--- src/rirb_pkg.sv ---
package rirb_pkg;

  localparam int STORE_PIXELS = 131072;
  localparam int STORE_AW     = $clog2(STORE_PIXELS);
  localparam int COORD_BITS   = 10;
  localparam int INDEX_BITS   = 17;
  localparam int COLOR_BITS   = 16;
  localparam int CFG_IDX_BITS = 2;
  localparam int SRC_BITS     = 2 * COORD_BITS + 2;
  localparam int QUEUE_DEPTH  = 4;
  localparam int QPTR_BITS    = $clog2(QUEUE_DEPTH);
  localparam int QCNT_BITS    = QPTR_BITS + 1;

  localparam logic [COORD_BITS-1:0] RESET_IMAGE_WIDTH      = COORD_BITS'(240);
  localparam logic [COORD_BITS-1:0] RESET_IMAGE_HEIGHT     = COORD_BITS'(320);
  localparam logic [COORD_BITS-1:0] RESET_PANEL_HORIZONTAL = COORD_BITS'(240);
  localparam logic [COORD_BITS-1:0] RESET_PANEL_VERTICAL   = COORD_BITS'(320);

  typedef enum logic [CFG_IDX_BITS-1:0] {
    REG_IMAGE_WIDTH,
    REG_IMAGE_HEIGHT,
    REG_PANEL_HORIZONTAL,
    REG_PANEL_VERTICAL
  } cfg_reg_t;

  typedef enum logic {
    REQ_LOAD = 1'b0,
    REQ_STEP = 1'b1
  } req_t;

  typedef struct packed {
    logic                  req_type;
    logic [INDEX_BITS-1:0] load_index;
    logic [COLOR_BITS-1:0] load_color;
  } in_word_t;

  typedef struct packed {
    logic [COORD_BITS-1:0] out_x;
    logic [COORD_BITS-1:0] out_y;
    logic [COLOR_BITS-1:0] panel_color;
    logic                  end_of_row;
    logic                  end_of_frame;
    logic                  range_error;
  } out_word_t;

  // One classified item as it waits between front and back.
  typedef struct packed {
    logic                   is_step;
    logic [INDEX_BITS-1:0]  load_index;
    logic [COLOR_BITS-1:0]  load_color;
    logic [COORD_BITS-1:0]  x;
    logic [COORD_BITS-1:0]  y;
    logic [COORD_BITS-1:0]  sx;
    logic signed [COORD_BITS:0] sy;
    logic                   eor;
    logic                   eof;
  } cmd_t;

  function automatic logic [COLOR_BITS-1:0] swap_red_blue(input logic [COLOR_BITS-1:0] c);
    return {c[4:0], c[10:5], c[15:11]};
  endfunction

endpackage

--- src/rirb_front.sv ---
module rirb_front
  import rirb_pkg::*;
(
  input  logic                    clk,
  input  logic                    rst_n,
  input  logic                    in_push,
  input  in_word_t                in_data,
  output logic                    in_full,
  input  logic                    cfg_we,
  input  logic [CFG_IDX_BITS-1:0] cfg_index,
  input  logic [COORD_BITS-1:0]   cfg_data,
  output logic [COORD_BITS-1:0]   image_width,
  output logic                    cmd_valid,
  output cmd_t                    cmd_head,
  input  logic                    cmd_pop
);

  logic [COORD_BITS-1:0] width_r, height_r, panel_h_r, panel_v_r;
  logic [COORD_BITS-1:0] col_r, col_nxt, row_r, row_nxt;

  cmd_t                  q_mem [QUEUE_DEPTH];
  logic [QPTR_BITS-1:0]  wr_ptr_r, rd_ptr_r;
  logic [QCNT_BITS-1:0]  cnt_r, cnt_nxt;

  logic                  push, rot;
  logic [COORD_BITS-1:0] out_w, out_h;
  cmd_t                  cmd;

  assign in_full     = (cnt_r == QCNT_BITS'(QUEUE_DEPTH));
  assign push        = in_push && !in_full;
  assign cmd_valid   = (cnt_r != '0);
  assign cmd_head    = q_mem[rd_ptr_r];
  assign image_width = width_r;

  always_comb begin
    rot   = (width_r == panel_v_r) && (height_r == panel_h_r);
    out_w = rot ? height_r : width_r;
    out_h = rot ? width_r : height_r;

    cmd.is_step    = (in_data.req_type == REQ_STEP);
    cmd.load_index = in_data.load_index;
    cmd.load_color = in_data.load_color;
    cmd.x          = col_r;
    cmd.y          = row_r;
    cmd.eor        = ({1'b0, col_r} + (COORD_BITS+1)'(1)) >= {1'b0, out_w};
    cmd.eof        = cmd.eor && (({1'b0, row_r} + (COORD_BITS+1)'(1)) >= {1'b0, out_h});
    if (rot) begin
      cmd.sx = row_r;
      cmd.sy = $signed({1'b0, height_r}) - $signed((COORD_BITS+1)'(1)) - $signed({1'b0, col_r});
    end else begin
      cmd.sx = col_r;
      cmd.sy = $signed({1'b0, row_r});
    end

    col_nxt = col_r;
    row_nxt = row_r;
    if (push && cmd.is_step) begin
      priority if (cmd.eof) begin
        col_nxt = '0;
        row_nxt = '0;
      end else if (cmd.eor) begin
        col_nxt = '0;
        row_nxt = row_r + COORD_BITS'(1);
      end else begin
        col_nxt = col_r + COORD_BITS'(1);
      end
    end

    cnt_nxt = cnt_r + QCNT_BITS'(push) - QCNT_BITS'(cmd_pop && cmd_valid);
  end

  always_ff @(posedge clk) begin
    if (!rst_n) begin
      width_r   <= RESET_IMAGE_WIDTH;
      height_r  <= RESET_IMAGE_HEIGHT;
      panel_h_r <= RESET_PANEL_HORIZONTAL;
      panel_v_r <= RESET_PANEL_VERTICAL;
      col_r     <= '0;
      row_r     <= '0;
      wr_ptr_r  <= '0;
      rd_ptr_r  <= '0;
      cnt_r     <= '0;
    end else begin
      if (cfg_we) begin
        unique case (cfg_reg_t'(cfg_index))
          REG_IMAGE_WIDTH:      width_r   <= cfg_data;
          REG_IMAGE_HEIGHT:     height_r  <= cfg_data;
          REG_PANEL_HORIZONTAL: panel_h_r <= cfg_data;
          REG_PANEL_VERTICAL:   panel_v_r <= cfg_data;
          default: ;
        endcase
      end
      col_r <= col_nxt;
      row_r <= row_nxt;
      cnt_r <= cnt_nxt;
      if (push) begin
        wr_ptr_r <= wr_ptr_r + QPTR_BITS'(1);
      end
      if (cmd_pop && cmd_valid) begin
        rd_ptr_r <= rd_ptr_r + QPTR_BITS'(1);
      end
    end
  end

  always_ff @(posedge clk) begin
    if (push) begin
      q_mem[wr_ptr_r] <= cmd;
    end
  end

endmodule

--- config.mk ---
export PLATFORM = sky130hd
export DESIGN_NAME = rirb_front
export DESIGN_NICKNAME = d
export VERILOG_FILES = /design/src/rirb_pkg.sv /design/src/rirb_front.sv
export SDC_FILE = /design/constraint.sdc
export NUM_CORES = 1
export LEC_CHECK = 0
export BUFFER_PORTS_ARGS = -buffer_cell sky130_fd_sc_hd__buf_2
export CORE_ASPECT_RATIO = 0.7
export CORE_MARGIN = 5
export CORE_UTILIZATION = 59
export DETAILED_ROUTE_END_ITERATION = 12
export PLACE_DENSITY = 0.9
export SYNTH_ARGS = -nofsm -noshare
export SYNTH_HDL_FRONTEND = slang
export SYNTH_SLANG_ARGS = --single-unit
--- constraint.sdc ---
create_clock -name clk -period 3.7 [get_ports clk]
set_input_delay 0.185 -clock clk [delete_from_list [all_inputs] [get_ports clk]]
set_output_delay 0.185 -clock clk [all_outputs]
set_load 0.05 [all_outputs]
# == Yosys cells after proc, flatten, opt, wreduce, memory -nomap -nowiden ==
# Memory sizes are Yosys's and may differ from the RTL's. A register that Yosys moved wholly into a read port is not among the register bits.
# Cells that the tools add are included.
# word_totals
out_inout_bits,89
in_bits,51
elab_cells,53
mem_bits_rw,308
n_memories,1
register_bits,67
# memory_table
memory,words,word_bits,rd,rd_clocked_by_memory_dff,write_ports,line,text
q_mem,4,77,1,1,1,rirb_front.sv:21,cmd_t q_mem [QUEUE_DEPTH];
# classes
add_sub_neg,10
eq_ne,6
n_reduce_logical,14
n_mux,11
n_lt_le_gt_ge,2
# op_table
cell,n
2-to-1 mux 10 bit,6
adder 10 x 1 -> 11 bit (second input constant),2
>= comparator 11 x 10 -> 1 bit,2
2-to-1 mux 21 bit,1
adder 10 x 1 -> 10 bit (second input constant),2
equality test 10 bit,2
subtractor 10 x 1 -> 11 bit (second input constant),1
subtractor 11 bit,1
AND reduction 2 bit,5
logical AND 1 bit,5
adder 2 x 1 -> 2 bit (second input constant),2
equality test 2 bit (second input constant),2
2-to-1 mux 2 bit,2
adder 3 x 1 -> 3 bit,1
equality test 3 bit (second input constant),1
nonzero test 3 bit,1
subtractor 3 x 1 -> 3 bit,1
equality test 2 x 1 -> 1 bit (second input constant),1
logical NOT 2 bit,1
2-to-1 mux 1 bit,2
nonzero test 2 bit,1
logical NOT 1 bit,1

# == Depth between registers and ports, before layout ==
# depth
ltp_word,7
mapped_depth,13
depth_no_buf,12

# == Worst setup path after synthesis ==
# No wires, ideal clock.
# synth_timing
path_kind,reg-to-reg
startpoint,"reg width_r[2], in the netlist image_width[2]"
endpoint,reg row_r[3]
slack_ps,245
setup_time_ps,75
arrival_ps,3380
path_stages_with_launch,14
t_required_ps,3625
path_buffers,1
cell_sequence,dfxtp_1 > xnor2_1 > nand4_1 > nor3_1 > nand3_1 > buf_2 > mux2_2 > ha_1 > nand2b_4 > a2111oi_4 > o2bb2ai_2 > nor4_4 > nand3_4 > o22ai_1
# synth_via
elab_chain_cells,7
word_cells_on_any_way,10
classes_between,2 x order compare; 1 x eq/ne; 3 x mux; 4 x reduce/logical
# synth_rtl
item,line,text
"start, declared",rirb_front.sv:18,"logic [COORD_BITS-1:0] width_r, height_r, panel_h_r, panel_v_r;"
"start signal, assigned",rirb_front.sv:86,REG_IMAGE_WIDTH: width_r <= cfg_data;
equality test 10 bit,rirb_front.sv:36,rot = (width_r == panel_v_r) && (height_r == panel_h_r);
logical AND 1 bit,rirb_front.sv:36,
"2-to-1 mux 10 bit, on equally long branches","rirb_front.sv:37, rirb_front.sv:38",
">= comparator 11 x 10 -> 1 bit, on equally long branches","rirb_front.sv:45, rirb_front.sv:46",
logical AND 1 bit,rirb_front.sv:46,"cmd.eof = cmd.eor && (({1'b0, row_r} + (COORD_BITS+1)'(1)) >= {1'b0, out_h});"
nonzero test 2 bit (no source line),-,
AND reduction 2 bit (no source line),-,
"end signal, assigned",rirb_front.sv:94,row_r <= row_nxt;
"end, declared",rirb_front.sv:19,"logic [COORD_BITS-1:0] col_r, col_nxt, row_r, row_nxt;"
# Parallel ways exist; a longest one is shown, timed or not.
# A chain may end at the register's enable or synchronous reset.

# == Worst setup path in the final report ==
# layout_timing
startpoint,"reg width_r[7], in the netlist image_width[7]"
endpoint,reg col_r[5]
# layout_via
elab_chain_cells,6
word_cells_on_any_way,9
classes_between,2 x order compare; 1 x eq/ne; 4 x mux; 2 x reduce/logical
# layout_rtl
item,line,text
equality test 10 bit,rirb_front.sv:36,
logical AND 1 bit,rirb_front.sv:36,
"2-to-1 mux 10 bit, on equally long branches","rirb_front.sv:37, rirb_front.sv:38",
">= comparator 11 x 10 -> 1 bit, on equally long branches","rirb_front.sv:45, rirb_front.sv:46",
2-to-1 mux 10 bit / logical AND 1 bit (equally long branches),"rirb_front.sv:61, rirb_front.sv:46",
2-to-1 mux 10 bit *,rirb_front.sv:58,priority if (cmd.eof) begin
"end signal, assigned",rirb_front.sv:93,col_r <= col_nxt;
"end, declared",rirb_front.sv:19,
# Every way passes the cells marked *; elsewhere a longest branch is shown, timed or not.

==> out/qor.csv <==
stage,metric,value,unit
finish,area delta synth->final,19.3,%
route,initial drt markers,891,
floorplan,Die ar.,30100,µm²
synthesis,ys async rst share,0,
synthesis,most instantiated library cell after synthesis,edfxtp_1,
critical_path,Crit. End Element,flip-flop,
sta,final setup fails,0,
global_route,largest net degree at the start of global routing,78,
synthesis,Post-synth EDFFs,308,
finish,layout cells sized above 1,0.285,
sta,Clock Skew,0.0248,ns
critical_path,cell repeated most along the worst path,buf_4,
critical_path,"Buf+Inv Stages, Crit Path",2,
placed_design,Post-DP HPWL,22200,µm
floorplan,die span in y,147,µm
hold_path,worst min path class,input port to flip-flop,
critical_path,"Req. time, crit path",4.16,ns
synthesis,Post-Syn Area per Cell,16.0,µm²
floorplan,Ports,140,
power_and_ir_drop,pwr/cell area,688,nW/µm²
finish,final non-filler cell total,1580,
clock_network,CTS tree,built,
sta,period utilisation layout,0.954,
route,DRC Markers,0,
placed_design,placed cell count,1469,
critical_path,CP Class,flip-flop to flip-flop,
synthesis,post-synthesis xor/xnor area fraction,0.0245,
route,Avg WL per Cell,22.5,µm
floorplan,Core Area,26500,µm²
route,Vias,9508,
global_route,first-pass GRT wire length,54800,µm
critical_path,crit start category,flip-flop,
sta,Max Clk Rate,283,MHz
synthesis,Synth cell types,63,
clock_network,CTS max path bufs,3,
synthesis,largest area contributor in the netlist,edfxtp_1,
sta,Worst-Margin Slew,0.949,ns
critical_path,worst-path fanout max,23,
floorplan,Core Rows,50,
clock_network,cts bufs inserted,36,
route,remaining antenna violation count after routing,0,
critical_path,max incr delay on CP,0.42,ns
placed_design,Placement Cell Area,17000,µm²
sta,Slew HR,0.360,
synthesis,Post-Synth Simple-Gate Area,0.0700,
placed_design,Setup Slack @ Placement,0.114,ns
placed_design,# port buffers,139,
synthesis,Mapped Cells,981,
floorplan,DIE WIDTH,205,µm
synthesis,Synth Warn #,0,
synthesis,synthesized area,15700,µm²
power_and_ir_drop,Leak Pwr,6.76,nW
sta,final slew viol count,0,
global_route,Total GRT Usage,0.237,
critical_path,critical path's top delay family,compound AO/OA/AOI/OAI gates,
run_status,status,"finished, final reports clean",
clock_network,clock network latency to the later pin of the worst-skew pair,0.54,ns
synthesis,Post-Synth Adder-Cell Area,0.0328,
critical_path,r2r setup slk,0.17,ns
sta,final hold vios,0,
finish,Post-Route Utilization,0.707,
synthesis,synth cell count leaders,"308 x edfxtp_1, 113 x nand2_1, 77 x mux4_2",
finish,Fill cells,1679,
synthesis,top-area cell type share of the netlist area,0.588,
critical_path,arrival time worst endpoint,3.99,ns
finish,n_diodes,0,
synthesis,Synth Register Bits,377,
route,routed vias/inst,6.02,
finish,post-route cell area,18800,µm²
synthesis,main combinational cell family by area after synthesis,multiplexers,
placed_design,GPL Wtd Cong,0.930,
sta,min cycle time layout,3.53,ns
synthesis,register area share after synthesis,0.676,
floorplan,initial core utilization,0.593,
power_and_ir_drop,maximum VDD drop,0.575,mV
global_route,initial antenna violation count,0,
route,routed wire length,35600,µm
finish,Layout Nets,1280,
sta,setup ws final,0.172,ns
route,drt first pass iters,5,
synthesis,syn nets,1072,
global_route,number of global-route vias before repair,9394,
run,MaxCap Viol Count,0,
synthesis,multiplexer share of the synthesized area,0.133,
clock_network,root buffer cell,clkbuf_16,
power_and_ir_drop,total power,0.0129,W
synthesis,Synth Area in Compound Gates,0.0453,
clock_network,Clock Pin Slew Worst Setup and Hold Paths,0.06,ns
global_route,total gr overflow,0,
synthesis,"Top FF cell, synth",edfxtp_1,
critical_path,"Critical Path, Cell by Cell",xor2_1 > nor4_2 > nand3_2 > buf_4 > mux2_2 > ha_1 > nand2b_1 > a211o_1 > a21o_1 > a211oi_4 > buf_4 > nand2_1 > o21ai_0,
clock_network,CTS sink count,377,
clock_network,CTS H-tree lvls,2,
synthesis,Synth area leaders,"edfxtp_1 59%, mux4_2 11%, dfxtp_1 8.8%",
critical_path,critical path's slowest cell,nor4_2,
logic make-up (layout without fill, tap and decap cells):
kind of cell / count (synthesis) / count (layout)
xor gates and xnor gates: 44 / 44
and+or+nand+nor: 229 / 229
muxes: 111 / 111
adders and majority gates: 40 / 40
buffers and inverters: 68 / 303
DFF: 377 / 377
AOI/OAI and AO/OA: 112 / 112
what timing repair did:
item,in CTS,in global routing
resized for setup,0,5
hold buffers,44,0
buffers inserted,0,2
endpoints found under the setup margin,0,24
hold endpoints to repair,176,0
flip-flops by register name (all words and copies together), names as in the netlist, 3 cells and up, named ones only:
register	cells
panel_v_r	10
height_r	10
q_mem	308
row_r	10
image_width	10
cnt_r	3
col_r	10
panel_h_r	10
power breakdown:
group	total [W]	switching [W]	leakage [nW]	internal (W)
Combinational	0.00361	0.00246	2.65	0.00115
Clock	0.00400	0.00160	0.637	0.00241
Sequential	0.00528	0.000250	3.47	0.00504
Total	0.0129	0.00431	6.76	0.00859
routing by layer:
metal / vias up / routed length (µm) / GRT usage
met5: - / 0 / 0
met4: 0 / 706 / 0.0542
met3: 65 / 3670 / 0.0577
met2: 529 / 16700 / 0.367
met1: 4709 / 14500 / 0.346
li1: 4205 / - / -
worst reg2reg max path, stage by stage (launching register included):
cell	delay (ns)
dfxtp_1	0.37
xor2_1	0.19
nor4_2	0.42
nand3_2	0.23
buf_4	0.28
mux2_2	0.29
ha_1	0.27
nand2b_1	0.15
a211o_1	0.32
a21o_1	0.26
a211oi_4	0.38
buf_4	0.18
nand2_1	0.05
o21ai_0	0.08
cell usage in the layout (no fill, tap or decap), types with 4 or more instances in the layout:
cell type	netlist	final
o21ai_1	7	7
a21oi_1	45	45
dlygate4sd3_1	0	44
mux2_2	14	14
a41oi_1	4	4
xor2_1	14	14
nand4_1	11	11
o21ai_0	23	23
nand2_1	113	112
xnor2_1	30	30
buf_12	0	5
and3_4	1	5
clkbuf_16	0	38
mux2i_1	20	20
buf_4	0	25
clkinv_2	0	6
a211oi_1	4	4
ha_1	38	38
or3_1	5	5
bufinv_16	0	7
dfxtp_1	69	65
clkbuf_1	23	4
nand2b_1	7	7
mux4_2	77	77
inv_1	25	25
nor2_1	21	21
nor3_1	10	9
edfxtp_1	308	308
buf_2	12	139
nand3_1	30	29
cell type report:
type / instances / area, µm² / area share
Clock inverter: 21 / 309 / 0.0165
Sequential cell: 377 / 10600 / 0.567
Tap cell: 364 / 455 / 0.0243
Inverter: 25 / 93.8 / 0.00500
Multi-Input combinational cell: 536 / 4840 / 0.258
Clock buffer: 44 / 985 / 0.0525
Timing Repair Buffer: 213 / 1420 / 0.0759
metrics by stage:
stage	TNS [ns]	hold slack [ns]
3_5_place_dp	0	0.401
2_1_floorplan	0	0.284
6_report	0	0.0548
4_1_cts	0	0.0262
5_1_grt	-0.0465	0.0519
3_3_place_gp	0	0.398
path summary, 6_finish.rpt:
kind | startpoint | endpoint | depth (start not counted)
max | image_width[7] | col_r[5] | 13
min reg2reg | panel_v_r[0] | panel_v_r[0] | 2
min | rst_n | panel_h_r[6] | 2
max reg2reg | image_width[7] | col_r[5] | 13
No activity file was read; power rests on OpenSTA's default activity.
